### config.mk
export PLATFORM = sky130hd
export DESIGN_NAME = ccnx_tlv_packet_parser_top
export DESIGN_NICKNAME = d
export VERILOG_FILES = /design/src/hdl/ctpp_pkg.sv /design/src/hdl/ctpp_front.sv /design/src/hdl/ctpp_queue.sv /design/src/hdl/ccnx_tlv_packet_parser_top.sv
export SDC_FILE = /design/constraint.sdc
export NUM_CORES = 2
export LEC_CHECK = 0
export BUFFER_PORTS_ARGS = -buffer_cell sky130_fd_sc_hd__buf_2
export CORE_MARGIN = 2
export CORE_UTILIZATION = 65
export CTS_BUF_LIST = sky130_fd_sc_hd__clkbuf_4 sky130_fd_sc_hd__clkbuf_8
export DETAILED_ROUTE_END_ITERATION = 8
export PLACE_DENSITY = 0.93
export SYNTH_ARGS = -nofsm -noshare
export SYNTH_HDL_FRONTEND = slang
export SYNTH_SLANG_ARGS = --single-unit
### constraint.sdc
create_clock -name i_clk -period 9.8 [get_ports i_clk]
set_input_delay 0.98 -clock i_clk [delete_from_list [all_inputs] [get_ports i_clk]]
set_output_delay 0.98 -clock i_clk [all_outputs]
set_load 0.01 [all_outputs]
### src/hdl/ctpp_pkg.sv
`timescale 1ns / 1ps
package ctpp_pkg;

    localparam int MaxComponentsDefault = 16;

    // Event codes on the result side
    localparam logic [2:0] EV_COMP    = 3'd0;
    localparam logic [2:0] EV_CHUNK   = 3'd1;
    localparam logic [2:0] EV_NAME    = 3'd2;
    localparam logic [2:0] EV_LAST    = 3'd3;
    localparam logic [2:0] EV_PAYLOAD = 3'd4;
    localparam logic [2:0] EV_ACCEPT  = 3'd5;
    localparam logic [2:0] EV_REJECT  = 3'd6;

    // Configuration register indexes
    localparam logic [2:0] REG_HDR_LEN  = 3'd0;
    localparam logic [2:0] REG_NAME     = 3'd1;
    localparam logic [2:0] REG_META     = 3'd2;
    localparam logic [2:0] REG_PAYLOAD  = 3'd3;
    localparam logic [2:0] REG_SEGMENT  = 3'd4;
    localparam logic [2:0] REG_CHUNK    = 3'd5;
    localparam logic [2:0] REG_ENDCHUNK = 3'd6;

    // One result as it travels through the queue
    typedef struct packed {
        logic [2:0]  kind;
        logic [4:0]  index;
        logic [15:0] offset;
        logic [15:0] length;
        logic [31:0] number;
        logic        last;
    } t_event;

    localparam int EventWidth = $bits(t_event);

    // Room for up to four results caused by one byte
    typedef struct packed {
        logic [2:0]   count;
        t_event [3:0] ev;
    } t_bundle;

    typedef struct packed {
        logic [7:0]  hdr_len;
        logic [15:0] name_code;
        logic [15:0] meta_code;
        logic [15:0] payload_code;
        logic [15:0] segment_code;
        logic [15:0] chunk_code;
        logic [15:0] endchunk_code;
    } t_cfg;

endpackage

### src/hdl/ctpp_front.sv
`timescale 1ns / 1ps
// Parser: consumes one byte per cycle while i_take is high, produces a bundle of up to three events.
module ctpp_front #(
    parameter int MAX_COMPONENTS = ctpp_pkg::MaxComponentsDefault
) (
    input  logic              i_clk,
    input  logic              i_rst_n,
    input  logic              i_take,
    input  logic [7:0]        i_byte,
    input  logic              i_eop,
    input  ctpp_pkg::t_cfg    i_cfg,
    output ctpp_pkg::t_bundle o_bundle
);

    typedef enum logic [7:0] {
        PH_MSG_HEAD   = 8'b0000_0001,
        PH_TOP_HEAD   = 8'b0000_0010,
        PH_NAME_HEAD  = 8'b0000_0100,
        PH_CHUNK_VAL  = 8'b0000_1000,
        PH_COMP_SKIP  = 8'b0001_0000,
        PH_META_HEAD  = 8'b0010_0000,
        PH_META_NUM   = 8'b0100_0000,
        PH_SKIP_OUTER = 8'b1000_0000
    } t_phase;

    localparam int CntW = $clog2(MAX_COMPONENTS + 1);

    t_phase      r_phase, n_phase;
    logic [15:0] r_pos, n_pos;
    logic [23:0] r_head, n_head;
    logic [1:0]  r_hcnt, n_hcnt;
    logic [15:0] r_outer, n_outer;
    logic [15:0] r_name, n_name;
    logic [15:0] r_inner, n_inner;
    logic [15:0] r_cstart, n_cstart;
    logic [31:0] r_num, n_num;
    logic [CntW-1:0] r_ccnt, n_ccnt;
    logic        r_err, n_err;

    logic [31:0] head_full;
    logic [15:0] typ, len;
    logic        head_done;
    ctpp_pkg::t_bundle bnd;

    assign head_full = {r_head, i_byte};
    assign typ       = head_full[31:16];
    assign len       = head_full[15:0];
    assign head_done = (r_hcnt == 2'd3);

    // Append one event to the bundle
    function automatic ctpp_pkg::t_bundle add_ev(ctpp_pkg::t_bundle b, logic [2:0] k,
            logic [4:0] idx, logic [15:0] off, logic [15:0] ln, logic [31:0] num);
        ctpp_pkg::t_bundle r;
        r = b;
        r.ev[b.count[1:0]] = '{kind: k, index: idx, offset: off, length: ln,
                               number: num, last: 1'b0};
        r.count = b.count + 3'd1;
        return r;
    endfunction

    always_comb begin
        logic [15:0] nrem;
        logic [15:0] orem;
        logic [31:0] acc;
        logic [15:0] irem;
        n_phase  = r_phase;
        n_pos    = r_pos + 16'd1;
        n_head   = head_full[23:0];
        n_hcnt   = r_hcnt;
        n_outer  = r_outer;
        n_name   = r_name;
        n_inner  = r_inner;
        n_cstart = r_cstart;
        n_num    = r_num;
        n_ccnt   = r_ccnt;
        n_err    = r_err;
        bnd      = '0;
        nrem     = r_name - 16'd1;
        orem     = r_outer - 16'd1;
        acc      = {r_num[23:0], i_byte};
        irem     = r_inner - 16'd1;

        if (!r_err) begin
            unique case (r_phase)
                PH_MSG_HEAD: begin
                    n_hcnt = r_hcnt + 2'd1;
                    if (head_done) n_phase = PH_TOP_HEAD;
                end
                PH_TOP_HEAD: begin
                    n_hcnt = r_hcnt + 2'd1;
                    if (r_hcnt == 2'd0) n_cstart = r_pos;
                    if (head_done) begin
                        if (typ == i_cfg.name_code) begin
                            bnd = add_ev(bnd, ctpp_pkg::EV_NAME, 5'd0,
                                         r_cstart + 16'(i_cfg.hdr_len), len + 16'd4, '0);
                            n_name  = len;
                            n_phase = (len == 16'd0) ? PH_TOP_HEAD : PH_NAME_HEAD;
                        end else if (typ == i_cfg.meta_code) begin
                            if (len < 16'd4) begin
                                n_err = 1'b1;
                            end else begin
                                n_outer = len;
                                n_phase = PH_META_HEAD;
                            end
                        end else begin
                            if (typ == i_cfg.payload_code)
                                bnd = add_ev(bnd, ctpp_pkg::EV_PAYLOAD, 5'd0,
                                             r_cstart + 16'd4 + 16'(i_cfg.hdr_len), len, '0);
                            n_outer = len;
                            n_phase = (len == 16'd0) ? PH_TOP_HEAD : PH_SKIP_OUTER;
                        end
                    end
                end
                PH_NAME_HEAD: begin
                    if (r_hcnt == 2'd0 && r_name < 16'd4) begin
                        n_err = 1'b1;
                    end else begin
                        if (r_hcnt == 2'd0) n_cstart = r_pos;
                        n_name = nrem;
                        n_hcnt = r_hcnt + 2'd1;
                        if (head_done) begin
                            if (len > nrem) begin
                                n_err = 1'b1;
                            end else begin
                                n_inner = len;
                                if ((typ == i_cfg.chunk_code || typ == i_cfg.segment_code)
                                    && r_ccnt < CntW'(MAX_COMPONENTS)) begin
                                    bnd = add_ev(bnd, ctpp_pkg::EV_COMP,
                                                 5'(r_ccnt), r_cstart + 16'(i_cfg.hdr_len),
                                                 len + 16'd4, '0);
                                    n_ccnt = r_ccnt + 1'b1;
                                end
                                if (typ == i_cfg.chunk_code) begin
                                    n_num = '0;
                                    if (len == 16'd0) begin
                                        bnd = add_ev(bnd, ctpp_pkg::EV_CHUNK, 5'd0,
                                                     '0, '0, '0);
                                        n_phase = (nrem == 16'd0) ? PH_TOP_HEAD
                                                                  : PH_NAME_HEAD;
                                    end else begin
                                        n_phase = PH_CHUNK_VAL;
                                    end
                                end else if (len == 16'd0) begin
                                    n_phase = (nrem == 16'd0) ? PH_TOP_HEAD : PH_NAME_HEAD;
                                end else begin
                                    n_phase = PH_COMP_SKIP;
                                end
                            end
                        end
                    end
                end
                PH_CHUNK_VAL, PH_COMP_SKIP: begin
                    n_num   = acc;
                    n_inner = irem;
                    n_name  = nrem;
                    if (irem == 16'd0) begin
                        if (r_phase == PH_CHUNK_VAL)
                            bnd = add_ev(bnd, ctpp_pkg::EV_CHUNK, 5'd0, '0, '0, acc);
                        n_phase = (nrem == 16'd0) ? PH_TOP_HEAD : PH_NAME_HEAD;
                    end
                end
                PH_META_HEAD: begin
                    n_outer = orem;
                    n_hcnt  = r_hcnt + 2'd1;
                    if (head_done) begin
                        if (len > orem) begin
                            n_err = 1'b1;
                        end else if (typ == i_cfg.endchunk_code) begin
                            n_num = '0;
                            if (len == 16'd0) begin
                                bnd = add_ev(bnd, ctpp_pkg::EV_LAST, 5'd0, '0, '0, '0);
                                n_phase = (orem == 16'd0) ? PH_TOP_HEAD : PH_SKIP_OUTER;
                            end else begin
                                n_inner = len;
                                n_phase = PH_META_NUM;
                            end
                        end else begin
                            n_phase = (orem == 16'd0) ? PH_TOP_HEAD : PH_SKIP_OUTER;
                        end
                    end
                end
                PH_META_NUM: begin
                    n_num   = acc;
                    n_inner = irem;
                    n_outer = orem;
                    if (irem == 16'd0) begin
                        bnd = add_ev(bnd, ctpp_pkg::EV_LAST, 5'd0, '0, '0, acc);
                        n_phase = (orem == 16'd0) ? PH_TOP_HEAD : PH_SKIP_OUTER;
                    end
                end
                PH_SKIP_OUTER: begin
                    n_outer = orem;
                    n_phase = (orem == 16'd0) ? PH_TOP_HEAD : PH_SKIP_OUTER;
                end
                default: n_err = 1'b1;
            endcase
        end

        // Packet end: verdict and restart
        if (i_eop) begin
            bnd = add_ev(bnd, (!n_err && n_phase == PH_TOP_HEAD && n_hcnt == 2'd0)
                              ? ctpp_pkg::EV_ACCEPT : ctpp_pkg::EV_REJECT,
                         5'd0, '0, '0, '0);
            n_phase = PH_MSG_HEAD; n_pos = '0; n_head = '0; n_hcnt = '0;
            n_outer = '0; n_name = '0; n_inner = '0; n_cstart = '0;
            n_num = '0; n_ccnt = '0; n_err = 1'b0;
        end
        if (bnd.count != 3'd0) bnd.ev[bnd.count[1:0] - 2'd1].last = 1'b1;
    end

    assign o_bundle = i_take ? bnd : '0;

    always_ff @(posedge i_clk) begin
        if (!i_rst_n) begin
            r_phase <= PH_MSG_HEAD; r_pos <= '0; r_head <= '0; r_hcnt <= '0;
            r_outer <= '0; r_name <= '0; r_inner <= '0; r_cstart <= '0;
            r_num <= '0; r_ccnt <= '0; r_err <= 1'b0;
        end else if (i_take) begin
            r_phase <= n_phase; r_pos <= n_pos; r_head <= n_head; r_hcnt <= n_hcnt;
            r_outer <= n_outer; r_name <= n_name; r_inner <= n_inner;
            r_cstart <= n_cstart; r_num <= n_num; r_ccnt <= n_ccnt; r_err <= n_err;
        end
    end

endmodule

### src/hdl/ctpp_queue.sv
`timescale 1ns / 1ps
// Event queue: writes a bundle of up to four events per cycle, reads one.
module ctpp_queue (
    input  logic              i_clk,
    input  logic              i_rst_n,
    input  ctpp_pkg::t_bundle i_bundle,
    output logic              o_room,
    input  logic              i_pop,
    output logic              o_empty,
    output ctpp_pkg::t_event  o_event
);

    localparam int Depth = 16;
    localparam int AW    = $clog2(Depth);

    ctpp_pkg::t_event r_mem [Depth];
    ctpp_pkg::t_event r_out;
    ctpp_pkg::t_event byp_ev;
    logic        byp_hit;
    logic [AW:0] r_wr, r_rd, n_wr, n_rd;
    logic [AW:0] used;
    logic        do_pop;

    assign used    = r_wr - r_rd;
    assign o_empty = (used == '0);
    assign do_pop  = i_pop && !o_empty;
    assign o_event = r_out;
    // Room for a full bundle of four
    assign o_room  = (used <= (AW+1)'(Depth - 4));
    assign n_wr    = r_wr + (AW+1)'(i_bundle.count);
    assign n_rd    = r_rd + (AW+1)'(do_pop);

    always_ff @(posedge i_clk) begin
        for (int k = 0; k < 4; k++) begin
            if (3'(k) < i_bundle.count)
                r_mem[r_wr[AW-1:0] + AW'(k)] <= i_bundle.ev[k];
        end
    end

    // Head slot being written this cycle: forward it to the output register
    always_comb begin
        byp_hit = 1'b0;
        byp_ev  = i_bundle.ev[0];
        for (int k = 0; k < 4; k++) begin
            if (3'(k) < i_bundle.count
                && (r_wr[AW-1:0] + AW'(k)) == n_rd[AW-1:0]) begin
                byp_hit = 1'b1;
                byp_ev  = i_bundle.ev[k];
            end
        end
    end

    // Registered read of the next head entry
    always_ff @(posedge i_clk) begin
        if (byp_hit) begin
            r_out <= byp_ev;
        end else begin
            r_out <= r_mem[n_rd[AW-1:0]];
        end
    end

    always_ff @(posedge i_clk) begin
        if (!i_rst_n) begin
            r_wr <= '0;
            r_rd <= '0;
        end else begin
            r_wr <= n_wr;
            r_rd <= n_rd;
        end
    end

endmodule

### src/hdl/ccnx_tlv_packet_parser_top.sv
`timescale 1ns / 1ps
// CCNx TLV packet parser. Takes one packet byte per cycle while full is low
// (after the fixed header) and posts name, component, chunk, last-chunk, payload
// and verdict events to an output queue, oldest first; each byte is parsed in the
// cycle it is accepted, while the 16-entry event queue keeps room for a full
// four-event bundle. full rises when fewer than four queue entries are free.
// Configuration registers are written with i_cfg_we / i_cfg_addr / i_cfg_wdata.
module ccnx_tlv_packet_parser_top #(
    parameter int MAX_COMPONENTS = ctpp_pkg::MaxComponentsDefault
) (
    input  logic        i_clk,
    input  logic        i_rst_n,
    input  logic        push,
    output logic        full,
    input  logic [7:0]  i_data_byte,
    input  logic        i_end_of_packet,
    output logic        empty,
    input  logic        pop,
    output logic [2:0]  o_event_kind,
    output logic [4:0]  o_item_index,
    output logic [15:0] o_item_offset,
    output logic [15:0] o_item_length,
    output logic [31:0] o_number_value,
    output logic        o_last_of_run,
    input  logic        i_cfg_we,
    input  logic [2:0]  i_cfg_addr,
    input  logic [15:0] i_cfg_wdata
);

    ctpp_pkg::t_cfg    r_cfg;
    ctpp_pkg::t_bundle bundle;
    ctpp_pkg::t_event  ev;
    logic room, take;

    // Configuration registers
    always_ff @(posedge i_clk) begin
        if (!i_rst_n) begin
            r_cfg <= '{hdr_len: 8'd8, name_code: 16'd0, meta_code: 16'd1,
                       payload_code: 16'd2, segment_code: 16'd1, chunk_code: 16'd16,
                       endchunk_code: 16'd25};
        end else if (i_cfg_we) begin
            unique case (i_cfg_addr)
                ctpp_pkg::REG_HDR_LEN:  r_cfg.hdr_len       <= i_cfg_wdata[7:0];
                ctpp_pkg::REG_NAME:     r_cfg.name_code     <= i_cfg_wdata;
                ctpp_pkg::REG_META:     r_cfg.meta_code     <= i_cfg_wdata;
                ctpp_pkg::REG_PAYLOAD:  r_cfg.payload_code  <= i_cfg_wdata;
                ctpp_pkg::REG_SEGMENT:  r_cfg.segment_code  <= i_cfg_wdata;
                ctpp_pkg::REG_CHUNK:    r_cfg.chunk_code    <= i_cfg_wdata;
                ctpp_pkg::REG_ENDCHUNK: r_cfg.endchunk_code <= i_cfg_wdata;
                default: ;
            endcase
        end
    end

    assign full = !room;
    assign take = push && room;

    ctpp_front #(.MAX_COMPONENTS(MAX_COMPONENTS)) u_front (
        .i_clk(i_clk), .i_rst_n(i_rst_n), .i_take(take), .i_byte(i_data_byte),
        .i_eop(i_end_of_packet), .i_cfg(r_cfg), .o_bundle(bundle)
    );

    ctpp_queue u_queue (
        .i_clk(i_clk), .i_rst_n(i_rst_n), .i_bundle(bundle), .o_room(room),
        .i_pop(pop), .o_empty(empty), .o_event(ev)
    );

    assign o_event_kind   = ev.kind;
    assign o_item_index   = ev.index;
    assign o_item_offset  = ev.offset;
    assign o_item_length  = ev.length;
    assign o_number_value = ev.number;
    assign o_last_of_run  = ev.last;

endmodule
**Yosys cells after proc, flatten, opt, wreduce, memory -nomap -nowiden**

Memories as Yosys holds them, arrays and structs flattened. A register that Yosys moved wholly into a read port is not among the register bits.
Cells that the tools add are included.

- Memories: 1
- Flip-flop bits (word level): 258
- Input port bits: 33
- Memory bits (writable): 1168

Memory list:

| name | depth | width | read ports | clocked after Yosys merged registers in | wr ports | line | source |
|---|---|---|---|---|---|---|---|
| u_queue.r_mem | 16 | 73 | 1 | 1 | 3 | ctpp_queue.sv:16 | `ctpp_pkg::t_event r_mem [Depth];` |

- Reduce and logical (&&, ||, !) cells: 48
- Multiplexer cells: 134
- $add $sub $neg: 19
- Magnitude comparators: 16
- Bitwise logic cells: 3
- Equality and inequality tests: 37

Operators with widths:

| operator | count |
|---|---|
| $mux W295 | 20 |
| $pmux W295 S5 | 1 |
| $mux W293 | 5 |
| $bwmux W292 | 2 |
| $demux W73 S2 | 3 |
| $mux W16 | 25 |
| $mux W292 | 1 |
| $and A288 B288 Y288 | 1 |
| $not A288 Y288 | 1 |
| $mux W24 | 10 |
| $mux W73 | 3 |
| $mux W8 | 21 |
| $eq A16 B16 Y1 | 6 |
| $pmux W16 S3 | 2 |
| $reduce_or A73 Y1 | 1 |
| $pmux W24 S3 | 1 |
| $logic_not A16 Y1 | 4 |
| $pmux W16 S2 | 2 |
| $pmux W8 S7 | 1 |
| $sub A16 B1 Y16 const B | 3 |
| $mux W5 | 7 |
| $add A16 B3 Y16 const B | 2 |
| $add A16 B8 Y16 | 2 |
| $gt A16 B16 Y1 | 2 |
| 57 further kinds | 131 |

**Logic depth before layout (Yosys ltp)**

- Depth after elaboration: 41
- Gate-level depth with buffers: 26

**Cells and area by module**

Synthesis repeated with hierarchy kept, for this count alone.

- Cells, all modules: 10350
- Area, all modules: 104675.4 µm²

By module, submodules not included:

| module | cells each | times used | area an instance (µm²) |
|---|---|---|---|
| ctpp_queue | 8172 | 1 | 87296.2 |
| ctpp_front | 1810 | 1 | 13533.0 |
| ccnx_tlv_packet_parser_top | 368 | 1 | 3846.2 |

**Worst setup path after synthesis**

OpenSTA, ideal clock, no wires.

- Kind: register to register
- Start: register u_front.r_outer[6]
- End: memory u_queue.r_mem[10][0] in the netlist's numbering (enable)
- Setup time: 519 ps
- Required time: 9281 ps
- Path slack: 982 ps
- Buffers on the path: 1
- Data arrival time: 8298 ps
- Cell stages (with the launch flop): 20
- Period minus slack after synthesis: 8818 ps
- Cell sequence: dfxtp_1 > clkbuf_1 > or4_1 > or4_1 > nor2_1 > xnor2_1 > ha_1 > a21oi_1 > o21ai_0 > or3b_2 > o31a_1 > nor4_1 > a211oi_1 > inv_1 > ha_1 > nand2_1 > nor4_1 > xor2_1 > or3_1 > o21bai_1

RTL lines:

| item | line | source |
|---|---|---|
| start: declaration | ctpp_front.sv:32 | `logic [15:0] r_outer, n_outer;` |
| start signal: assignment | ctpp_front.sv:220 | `r_outer <= n_outer; r_name <= n_name; r_inner <= n_inner;` |
| end: declaration | ctpp_queue.sv:16 |  |

==> tab_implementation.tex <==
\begin{tabular}{lr}
\hline
Metric & Value \\
\hline
\multicolumn{2}{l}{\textbf{Outcome}} \\
Outcome & finished, violations left \\
Violations in the final reports & DRC, capacitance limit, slew limit \\
\multicolumn{2}{l}{\textbf{Clocking}} \\
Clk Latency, worst-skew pair & 950 ps \\
Clock-pin slew of the registers on the worst-case setup and hold paths & 70 ps \\
Number of buffers created by CTS & 226 \\
Buffer count from post-CTS setup fixing & 0 \\
CTS tree & done \\
Number of levels in the clock H-tree & 4 \\
Number of instances resized during post-cts repair & 0 \\
CTS hold repair buffers & 0 \\
Total number of clock tree sinks & 1499 \\
Clock tree root buffer cell & clkbuf\_8 \\
Clock tree buffer depth & 3 \\
\multicolumn{2}{l}{\textbf{Layout}} \\
Fraction of layout instances using a drive strength above 1 & 17.94\% \\
Filler cell count in the final layout & 6208 \\
Most common cell after layout, fill and taps aside & nor2\_1 \\
Post-route cell area & 0.07684 mm² \\
Leading cell types in the layout, fill and taps excluded & nor2\_1, edfxtp\_1, nand2\_1, mux4\_2, dfxtp\_1 \\
Post-synthesis to final-layout area growth & 9.117\% \\
Net total in the final layout & 5853 \\
\multicolumn{2}{l}{\textbf{Worst setup path}} \\
Critical Path Sink Type & flip-flop \\
Data arrival time at the worst-slack endpoint & 8640 ps \\
Startpoint of the worst-slack reg-to-reg timing path & u\_front.r\_name[2] \\
Critical path launch point type & flip-flop \\
Crit path kind & reg2reg \\
Family with the most delay on the worst path & simple AND/OR/NAND/NOR gates \\
Worst reg2reg setup slack & 1710 ps \\
Maximum fanout encountered on the critical timing path & 69 \\
Worst path max stage delay & 800 ps \\
Reg2reg end & u\_queue.r\_mem[6][15] \\
Count of buffering cells on the critical path with inverters included & 4 \\
Crit path cell chain & or4\_1, nor3\_2, nand2\_1, nor3\_1, xnor2\_1, ha\_1, a21o\_1, a211oi\_1, o311ai\_2, a21oi\_2, o21a\_1, nand2\_1, inv\_1, ha\_1, inv\_1, a21oi\_1, nor3\_2, buf\_4, or4\_1, nand2\_4, o21bai\_4, buf\_4 \\
Cell with the biggest individual delay on the critical path & nand2\_4 \\
Depth of the most critical reg-to-reg path & 22 \\
Worst EP required & 10340 ps \\
\multicolumn{2}{l}{\textbf{Hold path}} \\
Destination of the worst hold path & r\_cfg[62] \\
WHS Path Cells & 3 \\
Hold Path Class & in2reg \\
HP Start & i\_cfg\_wdata[14] \\
\multicolumn{2}{l}{\textbf{Detailed routing}} \\
Residual DRC count & 148 \\
Per-cell via count in the routed design & 7.274 \\
Detailed-route via count & 53340 \\
Overall routed net length & 223.4 mm \\
Iter 0 DRT Violations & 9820 \\
Antenna viol nets, final & 0 \\
Average detailed-routed wire length per instance & 30.46 µm \\
Number of iterations in the first detailed-routing pass & 9 \\
\multicolumn{2}{l}{\textbf{Floorplanning}} \\
Initial Util & 65.69\% \\
Die W & 333.2 µm \\
Floorplan Core Area & 0.1072 mm² \\
Total I/O pin count & 108 \\
Die ar. & 0.1110 mm² \\
Die height & 333.2 µm \\
Standard-cell rows & 120 \\
\multicolumn{2}{l}{\textbf{Global route}} \\
Global-route usage over all layers & 39.95\% \\
Wire length of the first global-routing pass & 328.5 mm \\
Initial antenna violation count & 11 \\
Pin count of the biggest net entering global routing & 129 \\
Vias in the first global route & 53110 \\
Total congestion overflow & 0 \\
\multicolumn{2}{l}{\textbf{Yosys}} \\
Number of standard cells after synthesis & 5757 \\
Seq cells post-synth & 1499 \\
Post-synthesis async set-or-reset flop share & 0\% \\
Cell area after synthesis & 0.07042 mm² \\
Synth Flop Type & edfxtp\_1 \\
Synth top area share & 49.81\% \\
Number of warning messages in the yosys log & 0 \\
Post-synth EDFFs & 1168 \\
Cell type with the largest total area after synthesis & edfxtp\_1 \\
Cell types with the largest area share after synthesis & edfxtp\_1, mux4\_2, dfxtp\_1 \\
Mean Syn Cell Area & 12.23 µm² \\
Share of the yosys chip area belonging to registers & 59.22\% \\
Distinct cell type count after synthesis & 96 \\
\multicolumn{2}{l}{\textbf{STA}} \\
Setup repair after global routing missed its margin & no \\
Final setup fails & 0 \\
Worst clock skew & 79.85 ps \\
Worst Hold Slack & 339.9 ps \\
Worst relative slew slack & -10.46\% \\
Aggregate negative setup slack & 0 ps \\
Top achievable clock speed & 123.6 MHz \\
Share of the clock period used by the worst path & 82.57\% \\
Final hold viol count & 0 \\
Number of slew-limit violations in the final report & 5 \\
Worst-Margin Slew & 1649 ps \\
Post-route minimum period & 8092 ps \\
\multicolumn{2}{l}{\textbf{Power and ir drop}} \\
Internal power of the cells & 12.12 mW \\
Static Leakage & 27.95 nW \\
Switching power total & 5.616 mW \\
Worst voltage drop across the vdd grid & 387.2 µV \\
Switch share & 31.67\% \\
Combinational Power Share & 28.4\% \\
Power density cells & 230.7 mW/mm² \\
Clock power share & 30.8\% \\
Part of the total power dissipated in sequential elements & 40.9\% \\
\multicolumn{2}{l}{\textbf{Place}} \\
IO buf count & 107 \\
DPL Wire Length & 127.9 mm \\
Post-placement cell area & 0.07207 mm² \\
GP Congestion & 0.9944 \\
\multicolumn{2}{l}{\textbf{Run}} \\
Count of max-cap constraint violations & 1 \\
\hline
\end{tabular}
-- worst register-to-register path: stages, from the launching register on --
cell and delay, ps:
dfxtp_1 380, or4_1 750, nor3_2 440, nand2_1 140
nor3_1 190, xnor2_1 180, ha_1 280, a21o_1 180
a211oi_1 280, o311ai_2 210, a21oi_2 500, o21a_1 320
nand2_1 130, inv_1 100, ha_1 230, inv_1 80
a21oi_1 190, nor3_2 50, buf_4 250, or4_1 700
nand2_4 800, o21bai_4 590, buf_4 730
-- layout make-up --
class                           count  area [µm²]  area share, %
Clock buffer                      345        4160          5.414
Timing Repair Buffer              209        1420          1.848
Clock inverter                     79       594.3         0.7735
Inverter                           53       198.9         0.2589
Tap cell                         1403        1755          2.285
Multi-Input combinational cell   3740       27000          35.14
Sequential cell                  1499       41700          54.27
Antenna cell                        5       12.51        0.01628
-- through the flow --
stage          total power, mW  worst slack [ps]  util, %  std cells
5_1_grt                  18.13              1255    71.67       7329
4_1_cts                  17.55              1800    71.67       7328
3_3_place_gp             12.05              1932    67.23       6904
6_report                 17.73              1708    71.68       7333
3_5_place_dp             12.20              1851    67.23       6904
2_1_floorplan            10.79             982.3        -       5772
-- cells by family (layout without fill, tap and decap cells) --
logic type | count (synthesis) | after routing | synth area share [%]
and+or+nand+nor | 2298 | 2298 | 14.05
buffers and inverters | 533 | 686 | 3.081
AOI/OAI and AO/OA | 732 | 732 | 7.187
xor gates and xnor gates | 185 | 185 | 2.381
DFF | 1499 | 1499 | 59.22
muxes | 418 | 418 | 12.38
other | 1 | 21 | 0.005325
adders and majority gates | 91 | 91 | 1.702
-- synth_stat cells, types with 43 or more instances --
library cell and count:
nand2_1 534, nor4_1 51, edfxtp_1 1168, ha_1 83
clkbuf_1 341, dfxtp_1 331, nor2_1 1266, xor2_1 74
a21oi_1 105, a21boi_0 161, xnor2_1 107, o21ai_1 69
nand3_1 100, nor2b_1 79, buf_2 80, buf_1 43
inv_1 52, mux2i_1 43, mux4_2 361, o21ai_0 97
nand4_1 47
-- state kept, by name, summed over array words and instances (netlist names) --
signal            cells
u_front.r_err         1
u_front.r_outer      16
u_front.r_pos        16
r_cfg               104
u_front.r_ccnt        5
u_front.r_hcnt        2
u_front.r_num        24
u_queue.r_rd          5
u_queue.o_event      73
u_queue.r_wr          5
u_front.r_name       16
u_front.r_inner      16
u_front.r_phase       8
u_front.r_cstart     16
u_front.r_head       24
u_queue.r_mem      1168
-- metal layers --
| metal | share of wire, % | GRT usage (%) | vias to the layer above |
|---|---|---|---|
| li1 | - | - | 20970 |
| met1 | 30 | 46.85 | 24980 |
| met2 | 45 | 61.54 | 5761 |
| met3 | 16 | 13.54 | 1609 |
| met4 | 9.3 | 29.29 | 20 |
| met5 | 0.15 | 1.303 | - |
-- power groups by stage --
stage / sequential, mW / clock, mW / combinational, mW
final: 7.25 / 5.45 / 5.03
after global routing: 7.26 / 5.63 / 5.24
after CTS: 7.24 / 5.40 / 4.91
after detailed placement: 7.37 / 0 / 4.84
after global placement: 7.34 / 0 / 4.70
after floorplan: 7.41 / 0 / 3.38
-- worst max-delay path by stage --
stage | from | depth (start not counted) | slack [ps] | to
2_1_floorplan | u_front.r_outer[6] | 19 | 980 | u_queue.r_mem[10][0]
5_1_grt | u_front.r_name[2] | 22 | 1260 | u_queue.r_mem[6][14]
3_5_place_dp | u_front.r_name[2] | 22 | 1850 | u_queue.r_mem[6][31]
6_report | u_front.r_name[2] | 22 | 1710 | u_queue.r_mem[6][15]
4_1_cts | u_front.r_name[2] | 22 | 1800 | u_queue.r_mem[6][30]
3_3_place_gp | u_front.r_outer[6] | 21 | 1930 | u_queue.r_mem[6][30]
Power figures use the tool's default switching activity.
